## src/rtl/rcc_pkg.sv

```systemverilog
// types and constants of the rsa crt cipher
`timescale 1ns / 1ps

package rcc_pkg;

  localparam int VALUE_W    = 16;
  localparam int PRIME_W    = 8;
  localparam int CFG_IDX_W  = 3;
  localparam int CFG_DATA_W = 16;

  // configuration register indexes
  localparam logic [CFG_IDX_W-1:0] REG_MODULUS     = 3'd0;
  localparam logic [CFG_IDX_W-1:0] REG_PUBLIC_EXP  = 3'd1;
  localparam logic [CFG_IDX_W-1:0] REG_PRIVATE_EXP = 3'd2;
  localparam logic [CFG_IDX_W-1:0] REG_PRIME_FIRST = 3'd3;
  localparam logic [CFG_IDX_W-1:0] REG_PRIME_SECOND = 3'd4;

  // action codes
  localparam logic ACT_ENCRYPT = 1'b0;
  localparam logic ACT_DECRYPT = 1'b1;

  // operations of the shared modular unit
  typedef enum logic [1:0] {
    OP_REDUCE,
    OP_MUL,
    OP_ADD
  } mu_op_t;

  typedef struct packed {
    logic   start;
    mu_op_t op;
  } mu_req_t;

  // sequencer states
  typedef enum logic [4:0] {
    S_IDLE,
    S_START,
    S_WAIT,
    S_ENC_B,
    S_ENC_DONE,
    S_PW_MUL,
    S_PW_R,
    S_PW_SQ,
    S_PW_B,
    S_INV_INIT,
    S_INV,
    S_INV_ACC,
    S_DP,
    S_DQ,
    S_M1_B,
    S_M1_DONE,
    S_M2,
    S_M2_B,
    S_M2_DONE,
    S_M2P,
    S_DIFF,
    S_H,
    S_OUT
  } st_t;

endpackage

```

## src/rtl/rcc_modunit.sv

```systemverilog
// shared bit-serial modular unit: reduce, multiply and add modulo m
`timescale 1ns / 1ps

module rcc_modunit import rcc_pkg::*; #(
  parameter int W = 16
) (
  input  logic         clk,
  input  logic         rst,
  input  mu_req_t      req,
  input  logic [W-1:0] a,
  input  logic [W-1:0] b,
  input  logic [W-1:0] m,
  output logic         done,
  output logic [W-1:0] res
);

  localparam int CW = $clog2(W + 1);

  logic         busy;
  mu_op_t       op;
  logic [W-1:0] acc;
  logic [W-1:0] aa;
  logic [W-1:0] bb;
  logic [W-1:0] mm;
  logic [CW-1:0] cnt;
  logic [W:0]   red_t;
  logic [W-1:0] red_next;

  // modular add, both operands below the modulus
  function automatic logic [W-1:0] addmod(input logic [W-1:0] x, input logic [W-1:0] y,
                                          input logic [W-1:0] mo);
    logic [W:0] s;
    s = {1'b0, x} + {1'b0, y};
    if (s >= {1'b0, mo}) begin
      s = s - {1'b0, mo};
    end
    return s[W-1:0];
  endfunction

  // one restoring remainder step
  always_comb begin
    red_t = {acc, aa[W-1]};
    if (red_t >= {1'b0, mm}) begin
      red_next = W'(red_t - {1'b0, mm});
    end else begin
      red_next = red_t[W-1:0];
    end
  end

  // operation sequencing
  always_ff @(posedge clk) begin
    if (rst) begin
      busy <= 1'b0;
      done <= 1'b0;
    end else begin
      done <= 1'b0;
      if (req.start) begin
        busy <= 1'b1;
        op   <= req.op;
        acc  <= '0;
        aa   <= a;
        bb   <= b;
        mm   <= m;
        cnt  <= CW'(W);
      end else if (busy) begin
        unique case (op)
          OP_REDUCE: begin
            acc <= red_next;
            aa  <= aa << 1;
            cnt <= cnt - CW'(1);
            if (cnt == CW'(1)) begin
              busy <= 1'b0;
              done <= 1'b1;
            end
          end
          OP_MUL: begin
            if (bb == '0) begin
              busy <= 1'b0;
              done <= 1'b1;
            end else begin
              if (bb[0]) begin
                acc <= addmod(acc, aa, mm);
              end
              aa <= addmod(aa, aa, mm);
              bb <= bb >> 1;
            end
          end
          OP_ADD: begin
            acc  <= addmod(aa, bb, mm);
            busy <= 1'b0;
            done <= 1'b1;
          end
          default: begin
            busy <= 1'b0;
            done <= 1'b1;
          end
        endcase
      end
    end
  end

  assign res = acc;

endmodule

```

## config.mk

```make
export PLATFORM = sky130hd
export DESIGN_NAME = rcc_modunit
export DESIGN_NICKNAME = d
export VERILOG_FILES = /design/src/rtl/rcc_pkg.sv /design/src/rtl/rcc_modunit.sv
export SDC_FILE = /design/constraint.sdc
export NUM_CORES = 1
export LEC_CHECK = 0
export BUFFER_PORTS_ARGS = -buffer_cell sky130_fd_sc_hd__buf_2
export CAP_MARGIN = 20
export CORE_UTILIZATION = 60
export CTS_BUF_LIST = sky130_fd_sc_hd__clkbuf_16
export CTS_CLUSTER_DIAMETER = 120
export DETAILED_ROUTE_END_ITERATION = 10
export PLACE_DENSITY_LB_ADDON = 0.1
export SLEW_MARGIN = 20
export SYNTH_ARGS = -nofsm -noshare
export SYNTH_HDL_FRONTEND = slang
export SYNTH_SLANG_ARGS = --single-unit
```

## constraint.sdc

```tcl
create_clock -name clk -period 4.9 [get_ports clk]
set_clock_uncertainty 0.1 [all_clocks]
set_input_delay 0.98 -clock clk [delete_from_list [all_inputs] [get_ports clk]]
set_output_delay 0.98 -clock clk [all_outputs]
set_load 0.02 [all_outputs]
```

Word-level counts from Yosys, hierarchy flattened
Index checks and enable logic that the tools add are counted.
{"block": "word_totals", "in_bits": 53, "ff_bits": 73}
{"block": "classes", "n_eq_ne": 6, "n_addsub": 8, "mux": 26, "n_lt_le_gt_ge": 4, "n_bitwise": 2, "n_reduce_logical": 13}
{"operator": "$mux W16", "count": 14}
{"operator": "$ge A17 B16 Y1", "count": 4}
{"operator": "$sub A16 B16 Y16", "count": 4}
{"operator": "$add A16 B16 Y17", "count": 3}
{"operator": "$pmux W16 S3", "count": 1}
{"operator": "$pmux W16 S2", "count": 1}
{"operator": "$logic_not A16 Y1", "count": 1}
{"operator": "$mux W5", "count": 2}
{"operator": "$reduce_and A4 Y1", "count": 2}
{"operator": "$mux W1", "count": 6}
{"operator": "$ne A3 B3 Y1 const B", "count": 2}
{"operator": "$reduce_bool A2 Y1", "count": 3}
{"operator": "$eq A5 B1 Y1 const B", "count": 1}
{"operator": "$reduce_and A5 Y1", "count": 1}
{"operator": "$sub A5 B1 Y5 const B", "count": 1}
{"operator": "$pmux W1 S2", "count": 2}
{"operator": "$reduce_bool A4 Y1", "count": 1}
{"operator": "$reduce_and A3 Y1", "count": 1}
{"operator": "$reduce_bool A3 Y1", "count": 1}
{"operator": "$reduce_or A3 Y1", "count": 1}
{"operator": "$eq A2 B1 Y1 const B", "count": 1}
{"operator": "$eq A2 B2 Y1 const B", "count": 1}
{"operator": "$logic_not A2 Y1", "count": 1}
{"operator": "$ne A2 B2 Y1 const B", "count": 1}
{"operator": "other kinds (2)", "count": 3}

Depth between registers and ports, before layout
Gate-level depths: netlist of run 1.
{"block": "logic_depth", "ltp_word": 7, "mapped_depth": 21, "depth_no_buf": 20}

Worst setup path before layout of run 1
Ideal clock, no wire load.
{"block": "synth_path", "path_kind": "register to register", "start": "register acc[0], in the netlist res[0]", "end": "register acc[5], in the netlist res[5], data pin", "setup_ns": 0.272, "arrival_ns": 4.070, "stages_incl_launch_ff": 20, "setup_slack_ns": 0.458, "synth_period_minus_slack_ns": 4.442, "required_time_ns": 4.528, "cell_sequence": "edfxtp_1 -> ha_1 -> inv_1 -> fa_1 -> nand2b_1 -> a21oi_1 -> nor4_2 -> a21oi_1 -> a31oi_1 -> xnor2_1 -> ha_1 -> and4_1 -> and3_1 -> a31oi_1 -> nand2_1 -> a41oi_2 -> o21ai_4 -> mux2_1 -> a221oi_1 -> nor3_1"}
{"block": "synth_between", "elab_chain_len": 7, "elab_cells_between_ends": 11, "cone_classes": "3 x add/sub; 2 x order compare; 6 x mux"}
{"item": "start: declaration", "line": "rcc_modunit.sv:21", "text": "logic [W-1:0] acc;"}
{"item": "start signal: assignment", "line": "rcc_modunit.sv:68", "text": "acc <= red_next;"}
{"item": "start signal: assignment", "line": "rcc_modunit.sv:82", "text": "acc <= addmod(acc, aa, mm);"}
{"item": "start signal: assignment", "line": "rcc_modunit.sv:89", "text": "acc <= addmod(aa, bb, mm);"}
{"item": "$add A16 B16 Y17", "line": "rcc_modunit.sv:33", "text": "s = {1'b0, x} + {1'b0, y};"}
{"item": "$sub A16 B16 Y16 / $ge A17 B16 Y1 (equally long branches)", "line": "rcc_modunit.sv:35, rcc_modunit.sv:34"}
{"item": "$mux W16", "line": "rcc_modunit.sv:34", "text": "if (s >= {1'b0, mo}) begin"}
{"item": "$mux W16", "line": "rcc_modunit.sv:81", "text": "if (bb[0]) begin"}
{"item": "$mux W16", "line": "rcc_modunit.sv:77", "text": "if (bb == '0) begin"}
{"item": "$pmux W16 S3 *", "line": "rcc_modunit.sv:66", "text": "unique case (op)"}
{"item": "$mux W16 *", "line": "rcc_modunit.sv:65", "text": "end else if (busy) begin"}
Mark *: on every way between the ends. The rest lies on a longest branch, timed or not. The select of a mux whose other input is x is not followed.
A chain may end at the register's enable or synchronous reset.

Final worst setup path of run 1
{"block": "layout_path", "start": "register aa[0]", "end": "register acc[12], in the netlist res[12], data pin"}
{"block": "layout_between", "elab_chain_len": 7, "elab_cells_between_ends": 12, "cone_classes": "4 x add/sub; 2 x order compare; 6 x mux"}
{"item": "start: declaration", "line": "rcc_modunit.sv:22", "text": "logic [W-1:0] aa;"}
{"item": "start signal: assignment", "line": "rcc_modunit.sv:69", "text": "aa <= aa << 1;"}
{"item": "start signal: assignment", "line": "rcc_modunit.sv:84", "text": "aa <= addmod(aa, aa, mm);"}
{"item": "$add A16 B16 Y17", "line": "rcc_modunit.sv:33"}
{"item": "$sub A16 B16 Y16 / $ge A17 B16 Y1 (equally long branches)", "line": "rcc_modunit.sv:35, rcc_modunit.sv:34"}
{"item": "$mux W16", "line": "rcc_modunit.sv:34"}
{"item": "$mux W16", "line": "rcc_modunit.sv:81"}
{"item": "$mux W16", "line": "rcc_modunit.sv:77"}
{"item": "$pmux W16 S3 *", "line": "rcc_modunit.sv:66"}
{"item": "$mux W16 *", "line": "rcc_modunit.sv:65"}
Marks and branches as above.

==> out/metrics.cfg, run 1 <==
[worst_setup_path]
r2r-end = res[12]$_SDFFCE_PP0P_
critPathRequiredTime_ps = 4870
worst_r2r_startpoint = aa[0]$_DFFE_PP_
cp-end-kind = register
r2r_setup_slack_ps = 110
crit_chain = ha_1 > inv_1 > fa_1 > nand2b_1 > a21oi_4 > nor4_4 > o21ai_1 > nor2_1 > xnor2_1 > ha_1 > and4_1 > and3_1 > a31oi_2 > nand2_1 > a41oi_4 > o21ai_2 > mux2_1 > a221oi_1 > nor3_1
crit_path_max_fanout = 5
critPathBufInv = 1
startpoint = aa[0]$_DFFE_PP_
critPathMaxStageDelay_ps = 420
cpMostUsedCell = ha_1
worstSetupPathDepth = 19
critPathTopFamily = compound AO/OA/AOI/OAI gates
crit_type = register to register
reg2regPathDepth = 19
cpMaxStageDelayCell = edfxtp_1
crit_path_end = res[12]$_SDFFCE_PP0P_
worstSetupStartpointType = register
worstPathArrival_ps = 4760

[timing]
slew_viol_final = 0
max-slew-margin-rel_pct = 48.59
setup_slack_ps = 105.2
max_freq_mhz = 208.6
tightestPinTransition_ps = 771.2
timing.final.crit_share_pct = 97.85
min_period_ps = 4795
setup_viol = 0
finalHoldViolations = 0
hold_ws_ps = 392.1

[detailed_routing]
routed_wl_mm = 24.28
vias = 7556
drc = 0
wl_per_cell_um = 20.82
drtPass1Iterations = 5
ant_nets = 0
routed_via_density = 6.480
drtIter0Drc = 575

[floorplanning]
dieArea_sq_mm = 0.01404
row_count = 42
die_width_um = 118.5
start_util_pct = 61.48
die_y_um = 118.5
coreArea_sq_mm = 0.01324
io-pin-count = 70

[synth]
ys.flop_type = edfxtp_1
synth_edf_count = 71
async_reset_ff_share_pct = 0
syn_nets = 1052
synth_warnings = 0
synth-seq-area-share_pct = 26.68
synth_cell_type_count = 78
synth_area_sq_mm = 0.008142
syn-instance-count = 892
postSynthRegisterBits = 73
syn_area_per_cell_sq_um = 9.127

[pwr]
combPwrFrac_pct = 53.6
swShare_pct = 40.40
p_per_area_mw_per_mm2 = 336.8
power_switching_uw = 1256
p_leak_uw = 0.003899
ir_drop_v = 0.0002536
power_frac_clock_pct = 21.2
power_frac_seq_pct = 25.2
intPower_uw = 1853

[layout]
final_cell_mix = 101 x ha_1, 71 x edfxtp_1, 69 x buf_2
design_area_sq_mm = 0.009231
area_growth_pct = 13.39
instances_no_fill = 1166
final_nets = 1145
layout_commonest_cell = ha_1
antenna_cells = 0
n_fill_cell = 1051
utilization_pct = 69.71
drive_above_1_share_pct = 16.87

[placement]
place_congestion = 0.9544
dp_hpwl_mm = 18.87
place_ws_ps = -51.83
placed_cell_area_sq_mm = 0.008675
io_buffers = 69
post-place-cells = 1125

[clocking]
clock-sinks = 73
cts_root_buf = clkbuf_16
cts.path.max_buffers = 2
cts_made_buffers = 9
clk_pin_slew_worst_paths_ps = 60
htreeDepth = 3
cts_tree = done
insertion_delay_ps = 340

[global_route]
grt_pass1_wl_mm = 37.62
gr-total-overflow = 0
antenna_found_initial = 0
first_global_vias = 7365
grt_max_degree = 41
grt.total_usage_pct = 34.82

[flow_run]
drv_cap = 0

[status]
status = completed

[worst_hold_path]
hold_class = register to register

[metal layers]
metal,vias up,global-route usage (%),wire [um]
met5,-,0,0
met4,0,21.04,1246
met3,71,4.392,1815
met2,356,55.70,10930
met1,3556,45.08,10290
li1,3573,-,-
[cell usage after synthesis (all sizes together), types with 11 or more instances]
cell      n  area [sq um]
a211oi   23         187.7
mux2     29         334.1
mux2i    24         240.2
a21oi    67         357.9
a31oi    12         75.07
ha      101          1264
a21o     24         180.2
nor2b    11         68.82
o21ai    52         271.5
nor4     12         81.33
clkbuf   14         52.55
o211ai   15         122.6
nor2     67         251.5
nand2b   13         88.83
inv      44         165.2
o21a     18         135.1
edfxtp   71          2132
nor3     27         135.1
xor2     22         192.7
xnor2    55         481.7
nand2    64         240.2
nand3    12         60.06
[worst min path at each step]
stage	start	end	slack (ps)	depth (start not counted)
6_report	busy$_SDFF_PP0_	done$_SDFF_PP0_	390	1
5_1_grt	busy$_SDFF_PP0_	done$_SDFF_PP0_	400	1
4_1_cts	busy$_SDFF_PP0_	done$_SDFF_PP0_	390	1
3_5_place_dp	busy$_SDFF_PP0_	done$_SDFF_PP0_	380	1
3_3_place_gp	busy$_SDFF_PP0_	done$_SDFF_PP0_	370	1
2_1_floorplan	busy$_SDFF_PP0_	done$_SDFF_PP0_	360	1
[logic make-up after synthesis]
kind of cell	share of synthesized area [%]
adder cells (fa/ha/maj)	17.00
multiplexers	7.054
buffers and inverters	3.381
flip-flops	26.68
XOR/XNOR	8.283
AO/OA/AOI/OAI	22.42
AND/OR/NAND/NOR	15.18
[cell type report]
| cell class | instances | area, sq um | area share, % |
|---|---|---|---|
| Sequential cell | 73 | 2172 | 23.53 |
| Timing Repair Buffer | 102 | 593.1 | 6.425 |
| Inverter | 46 | 172.7 | 1.870 |
| Clock inverter | 7 | 63.81 | 0.6912 |
| Multi-Input combinational cell | 753 | 5784 | 62.66 |
| Tap cell | 176 | 220.2 | 2.385 |
| Clock buffer | 9 | 225.2 | 2.440 |
[worst register-to-register path, cell delays in order (launching register included)]
cell,delay [ps]
edfxtp_1,420
ha_1,240
inv_1,70
fa_1,390
nand2b_1,220
a21oi_4,190
nor4_4,70
o21ai_1,220
nor2_1,80
xnor2_1,210
ha_1,320
and4_1,230
and3_1,230
a31oi_2,220
nand2_1,130
a41oi_4,270
o21ai_2,180
mux2_1,340
a221oi_1,290
nor3_1,90
[state kept, by name, summed over array words and instances (netlist names)]
| register | flops |
|---|---|
| aa | 16 |
| bb | 16 |
| busy | 1 |
| cnt | 5 |
| done | 1 |
| mm | 16 |
| op | 2 |
| res | 16 |
[timing repair]
| action | in CTS | in global routing |
|---|---|---|
| buffers inserted | 4 | 20 |
| endpoints found under the hold margin | 0 | 0 |
| pin swaps | 0 | 7 |
| hold buffers | 0 | 0 |
| gates resized for setup | 1 | 13 |
| gates cloned | 0 | 1 |
| setup endpoints to repair | 6 | 15 |
[metrics by stage]
stage	setup TNS, ps	total power [uW]
floorplan	0	1986
global placement	0	2266
detailed placement	-217.7	2320
CTS	0	3001
global route	-466.6	3276
finish	0	3109
[power groups by stage]
stage / clock (uW) / sequential, uW / combinational (uW)
2_1_floorplan: 0 / 795 / 1190
3_3_place_gp: 0 / 794 / 1470
3_5_place_dp: 0 / 797 / 1520
4_1_cts: 665 / 783 / 1550
5_1_grt: 686 / 788 / 1800
6_report: 660 / 784 / 1670
(Power assumes the default switching activity.)
==> run 2: changes to the inputs <==
- BUFFER_PORTS_ARGS: -buffer_cell sky130_fd_sc_hd__buf_2 -> -buffer_cell sky130_fd_sc_hd__buf_4
- CORE_UTILIZATION: 60 -> 50
==> run 2 against run 1 <==
Net effect: global-route usage decreased by 7.3 points; total power shrank 0.84%; critical path depth stayed put; largest cell class unchanged; sequential share of layout area down 0.47 points; sequential power hardly changed; register-to-register slack gained 50 ps; critical endpoint is now res[9]$_SDFFCE_PP0P_.
==> out/metrics.cfg, run 2 (same netlist as run 1, synthesis figures left out) <==
[status]
status = completed

[floorplanning]
dieArea_sq_mm = 0.01680  ; +20%
row_count = 46  ; +9.5%
die_y_um = 129.6  ; +9.4%
die_width_um = 129.6  ; +9.4%
io-pin-count = 70  ; unchanged
coreArea_sq_mm = 0.01589  ; +20%
start_util_pct = 51.25  ; -10 points

[worst_setup_path]
worstPathArrival_ps = 4720  ; -40 ps
cp-end-kind = register
crit_type = register to register
critPathRequiredTime_ps = 4870  ; about the same
worstSetupStartpointType = register
crit_path_max_fanout = 6  ; +1

[placement]
io_buffers = 69  ; unchanged
place_ws_ps = 38.04  ; +89.87 ps
place_congestion = 0.9530  ; -0.15%
dp_hpwl_mm = 17.64  ; -6.5%
placed_cell_area_sq_mm = 0.008935  ; +3.0%

[timing]
max-slew-margin-rel_pct = 49.93  ; +1.3 points
tightestPinTransition_ps = 751.1  ; -20.12 ps
slew_viol_final = 0  ; unchanged
setup_viol = 0  ; unchanged
min_period_ps = 4745  ; -49.69 ps
finalHoldViolations = 0  ; unchanged
setup_slack_ps = 154.9  ; +49.69 ps
max_freq_mhz = 210.7  ; +1.0%
timing.final.crit_share_pct = 96.84  ; -1.0 points

[pwr]
combPwrFrac_pct = 53.1  ; -0.5 points
ir_drop_v = 0.0001903  ; -25%
power_switching_uw = 1223  ; -2.6%
power_frac_seq_pct = 25.4  ; +0.2 points
intPower_uw = 1860  ; +0.38%
power_frac_clock_pct = 21.5  ; +0.3 points
p_per_area_mw_per_mm2 = 327.3  ; -2.8%
p_leak_uw = 0.003928  ; +0.74%
swShare_pct = 39.66  ; -0.74 points

[detailed_routing]
drc = 0  ; unchanged
wl_per_cell_um = 18.94  ; -9.1%
routed_wl_mm = 22.71  ; -6.5%
drtPass1Iterations = 5  ; unchanged
vias = 7088  ; -6.2%
drtIter0Drc = 407  ; -29%
ant_nets = 0  ; unchanged
routed_via_density = 5.912  ; -8.8%

[clocking]
cts_made_buffers = 9  ; unchanged
clk_pin_slew_worst_paths_ps = 60  ; about the same
htreeDepth = 3  ; unchanged
clock-sinks = 73  ; unchanged
insertion_delay_ps = 350  ; about the same
cts_root_buf = clkbuf_16
cts.path.max_buffers = 2  ; unchanged
cts_tree = done

[layout]
design_area_sq_mm = 0.009419  ; +2.0%
final_cell_mix = 98 x ha_1, 96 x buf_4, 71 x edfxtp_1
area_growth_pct = 15.69
layout_commonest_cell = ha_1
drive_above_1_share_pct = 16.68  ; -0.19 points
antenna_cells = 0  ; unchanged
final_nets = 1139  ; -0.52%

[global_route]
grt.total_usage_pct = 27.54  ; -7.3 points
antenna_found_initial = 0  ; unchanged
gr-total-overflow = 0  ; unchanged
grt_pass1_wl_mm = 34.43  ; -8.5%
grt_max_degree = 67  ; +63%
first_global_vias = 6468  ; -12%

[flow_run]
drv_cap = 0  ; unchanged

[worst_hold_path]
hold_class = register to register

-- run 2: path summary, 6_finish.rpt --
path | start | endpoint | slack (ps) | cells after the start
worst max-delay path | aa[0]$_DFFE_PP_ | res[9]$_SDFFCE_PP0P_ | 150 | 19
worst min-delay path | busy$_SDFF_PP0_ | done$_SDFF_PP0_ | 380 | 1
worst max register to register | aa[0]$_DFFE_PP_ | res[9]$_SDFFCE_PP0P_ | 150 | 19
worst min register to register | busy$_SDFF_PP0_ | done$_SDFF_PP0_ | 380 | 1
-- run 2: final cells by class --
cell class | instances | area, sq um
Tap cell | 216 | 270.3
Timing Repair Buffer | 96 | 720.7
Inverter | 46 | 172.7
Clock buffer | 9 | 225.2
Clock inverter | 6 | 62.56
Fill cell | 1487 | 6466
Sequential cell | 73 | 2172
Multi-Input combinational cell | 753 | 5796
-- run 2: repair_timing --
action,4_1_cts,5_1_grt
gates resized for setup,0,15
buffers inserted,0,13
hold buffers,0,0
setup endpoints to repair,0,15
-- run 2: through the flow --
stage | power [uW] | hold WS, ps | TNS (ps) | std cells | utilization (%)
floorplan | 1986 | 359.9 | 0 | 892 | -
global placement | 2321 | 373.9 | 0 | 1170 | 56.25
detailed placement | 2324 | 376.4 | 0 | 1170 | 56.25
CTS | 2997 | 378.2 | 0 | 1185 | 58.06
global route | 3261 | 398.7 | -249.2 | 1199 | 59.29
finish | 3083 | 379.0 | 0 | 1199 | 59.29
-- run 2: power groups by stage --
stage               clock (uW)  sequential [uW]  combinational [uW]
detailed placement           0              796                1530
global placement             0              795                1530
global route               696              789                1780
floorplan                    0              795                1190
CTS                        674              783                1540
finish                     663              784                1640
-- run 2: layer usage --
metal  global-route usage (%)  wire, um
met1                    38.12     10850
met3                    3.427      1060
met2                    43.00     10030
met4                    12.38       768
met5                        0         0
-- run 2: critical path: stages, from the launching register on --
cell	delay, ps
edfxtp_1	430
ha_2	240
inv_1	60
fa_1	420
nand2b_4	170
a21oi_2	190
nor4_2	90
a21oi_2	150
a31oi_1	110
xnor2_1	250
ha_1	330
and4_1	240
and3_1	230
a31oi_4	160
nand2_1	110
a41oi_4	280
o21ai_4	170
mux2_1	330
a221oi_1	330
nor3_1	70
==> run 3: changes to the inputs <==
- CELL_PAD_IN_SITES_DETAIL_PLACEMENT: unset -> 1
- CELL_PAD_IN_SITES_GLOBAL_PLACEMENT: unset -> 2
- CORE_UTILIZATION: 50 -> 39
==> run 3 against run 2 <==
Net effect: sequential share of layout area down 0.53 points; global-route usage down 1.3 points; critical path type unchanged; combinational power up 6%; utilization down 12 points; clock-buffer cell count unchanged; fmax up 1.2%; clock power down 1%; setup slack better by 58 ps.
==> out/metrics.cfg, run 3 (same netlist as run 1, synthesis figures left out) <==
[layout]
area_growth_pct = 18.41
drive_above_1_share_pct = 18.86  ; +2.2 points
layout_commonest_cell = buf_4
final_cell_mix = 109 x buf_4, 96 x ha_1, 71 x edfxtp_1
antenna_cells = 0  ; unchanged
final_nets = 1152  ; +1.1%
design_area_sq_mm = 0.009641  ; +2.4%

[detailed_routing]
drtPass1Iterations = 4  ; -1
drc = 0  ; unchanged
routed_via_density = 5.844  ; -1.1%
wl_per_cell_um = 22.05  ; +16%
routed_wl_mm = 27.93  ; +23%
vias = 7404  ; +4.5%
drtIter0Drc = 322  ; -21%
ant_nets = 0  ; unchanged

[clocking]
insertion_delay_ps = 350  ; about the same
htreeDepth = 3  ; unchanged
hold_buffers = 0  ; unchanged
cts_root_buf = clkbuf_16
cts_tree = done
clock-sinks = 73  ; unchanged
cts.path.max_buffers = 2  ; unchanged
clk_pin_slew_worst_paths_ps = 70  ; about the same
cts_made_buffers = 9  ; unchanged

[timing]
setup_slack_ps = 213.2  ; +58.32 ps
slew_viol_final = 0  ; unchanged
min_period_ps = 4687  ; -58.32 ps
max_freq_mhz = 213.4  ; +1.2%
finalHoldViolations = 0  ; unchanged
tightestPinTransition_ps = 925.9  ; +174.8 ps
setup_viol = 0  ; unchanged
timing.final.crit_share_pct = 95.65  ; -1.2 points
max-slew-margin-rel_pct = 38.27  ; -12 points
fin_setup_tns_ps = 0  ; unchanged

[placement]
place_ws_ps = 5.235  ; -32.80 ps
place_congestion = 0.9935  ; +4.2%
dp_hpwl_mm = 22.15  ; +26%
io_buffers = 69  ; unchanged
placed_cell_area_sq_mm = 0.009040  ; +1.2%

[worst_setup_path]
cp-end-kind = register
crit_path_max_fanout = 6  ; unchanged
worstPathArrival_ps = 4660  ; -60 ps
crit_type = register to register
critPathRequiredTime_ps = 4870  ; about the same
worstSetupStartpointType = register

[flow_run]
drv_cap = 0  ; unchanged

[pwr]
p_leak_uw = 0.003997  ; +1.7%
p_per_area_mw_per_mm2 = 330.1  ; +0.85%
ir_drop_v = 0.0002128  ; +12%

[worst_hold_path]
hold_class = register to register

[global_route]
grt.total_usage_pct = 26.23  ; -1.3 points
gr-total-overflow = 0  ; unchanged
grt_pass1_wl_mm = 43.17  ; +25%
first_global_vias = 7782  ; +20%
antenna_found_initial = 0  ; unchanged
grt_max_degree = 67  ; unchanged

[status]
status = completed

[floorplanning]
dieArea_sq_mm = 0.02146  ; +28%
die_y_um = 146.5  ; +13%
start_util_pct = 39.98  ; -11 points
die_width_um = 146.5  ; +13%
row_count = 52  ; +13%
io-pin-count = 70  ; unchanged
coreArea_sq_mm = 0.02036  ; +28%

-- run 3: repair_timing --
item / CTS / global route
pin swaps: 1 / 12
buffers inserted: 0 / 22
endpoints found under the hold margin: 0 / 0
gates resized for setup: 2 / 28
endpoints found under the setup margin: 7 / 14
-- run 3: area by class of cell --
type	instances	area, sq um
multi-input cells	752	5841
flip-flops and latches	73	2172
repair buffers	110	838.3
clock buffers	9	225.2
fillers	2386	10720
clock inverters	7	53.80
well taps	270	337.8
inverters	46	172.7
-- run 3: through the flow --
| stage | instances | hold WS, ps | power (uW) | util, % |
|---|---|---|---|---|
| after floorplan | 892 | 359.9 | 1986 | - |
| final | 1267 | 383.6 | 3182 | 47.34 |
| after global routing | 1267 | 396.9 | 3373 | 47.34 |
| after detailed placement | 1229 | 381.7 | 2407 | 44.39 |
| after CTS | 1245 | 388.3 | 3079 | 45.81 |
| after global placement | 1229 | 366.6 | 2356 | 44.39 |
-- run 3: report_power, final --
part | internal [uW] | switching, uW
logic | 763 | 980
registers | 740 | 43.5
clock network | 347 | 308
total | 1850 | 1330
-- run 3: worst paths after layout --
check                  start                    to  slack, ps  depth (start not counted)
max          aa[0]$_DFFE_PP_  res[3]$_SDFFCE_PP0P_        210                         19
max reg2reg  aa[0]$_DFFE_PP_  res[3]$_SDFFCE_PP0P_        210                         19
min          busy$_SDFF_PP0_       done$_SDFF_PP0_        380                          1
min reg2reg  busy$_SDFF_PP0_       done$_SDFF_PP0_        380                          1
-- run 3: worst max-delay path: stages, from the launching register on --
cell      delay [ps]
edfxtp_1         440
ha_2             230
inv_1             60
fa_2             350
nand2b_4         170
a21oi_4          190
nor4_4            70
o211ai_1         360
and2_1           210
xor2_1           220
ha_1             320
and3_4           210
a31oi_4          180
nand2_1           80
a41oi_2          230
o21ai_4          140
buf_4            200
mux2_1           330
a221oi_2         220
nor3_1            80
-- run 3: layer usage --
metal	share of wire (%)	GRT usage (%)	up-vias
li1	-	-	3571
met1	47	34.40	3657
met2	48	45.48	147
met3	2.9	3.094	29
met4	2.0	6.823	0
met5	0	0	-
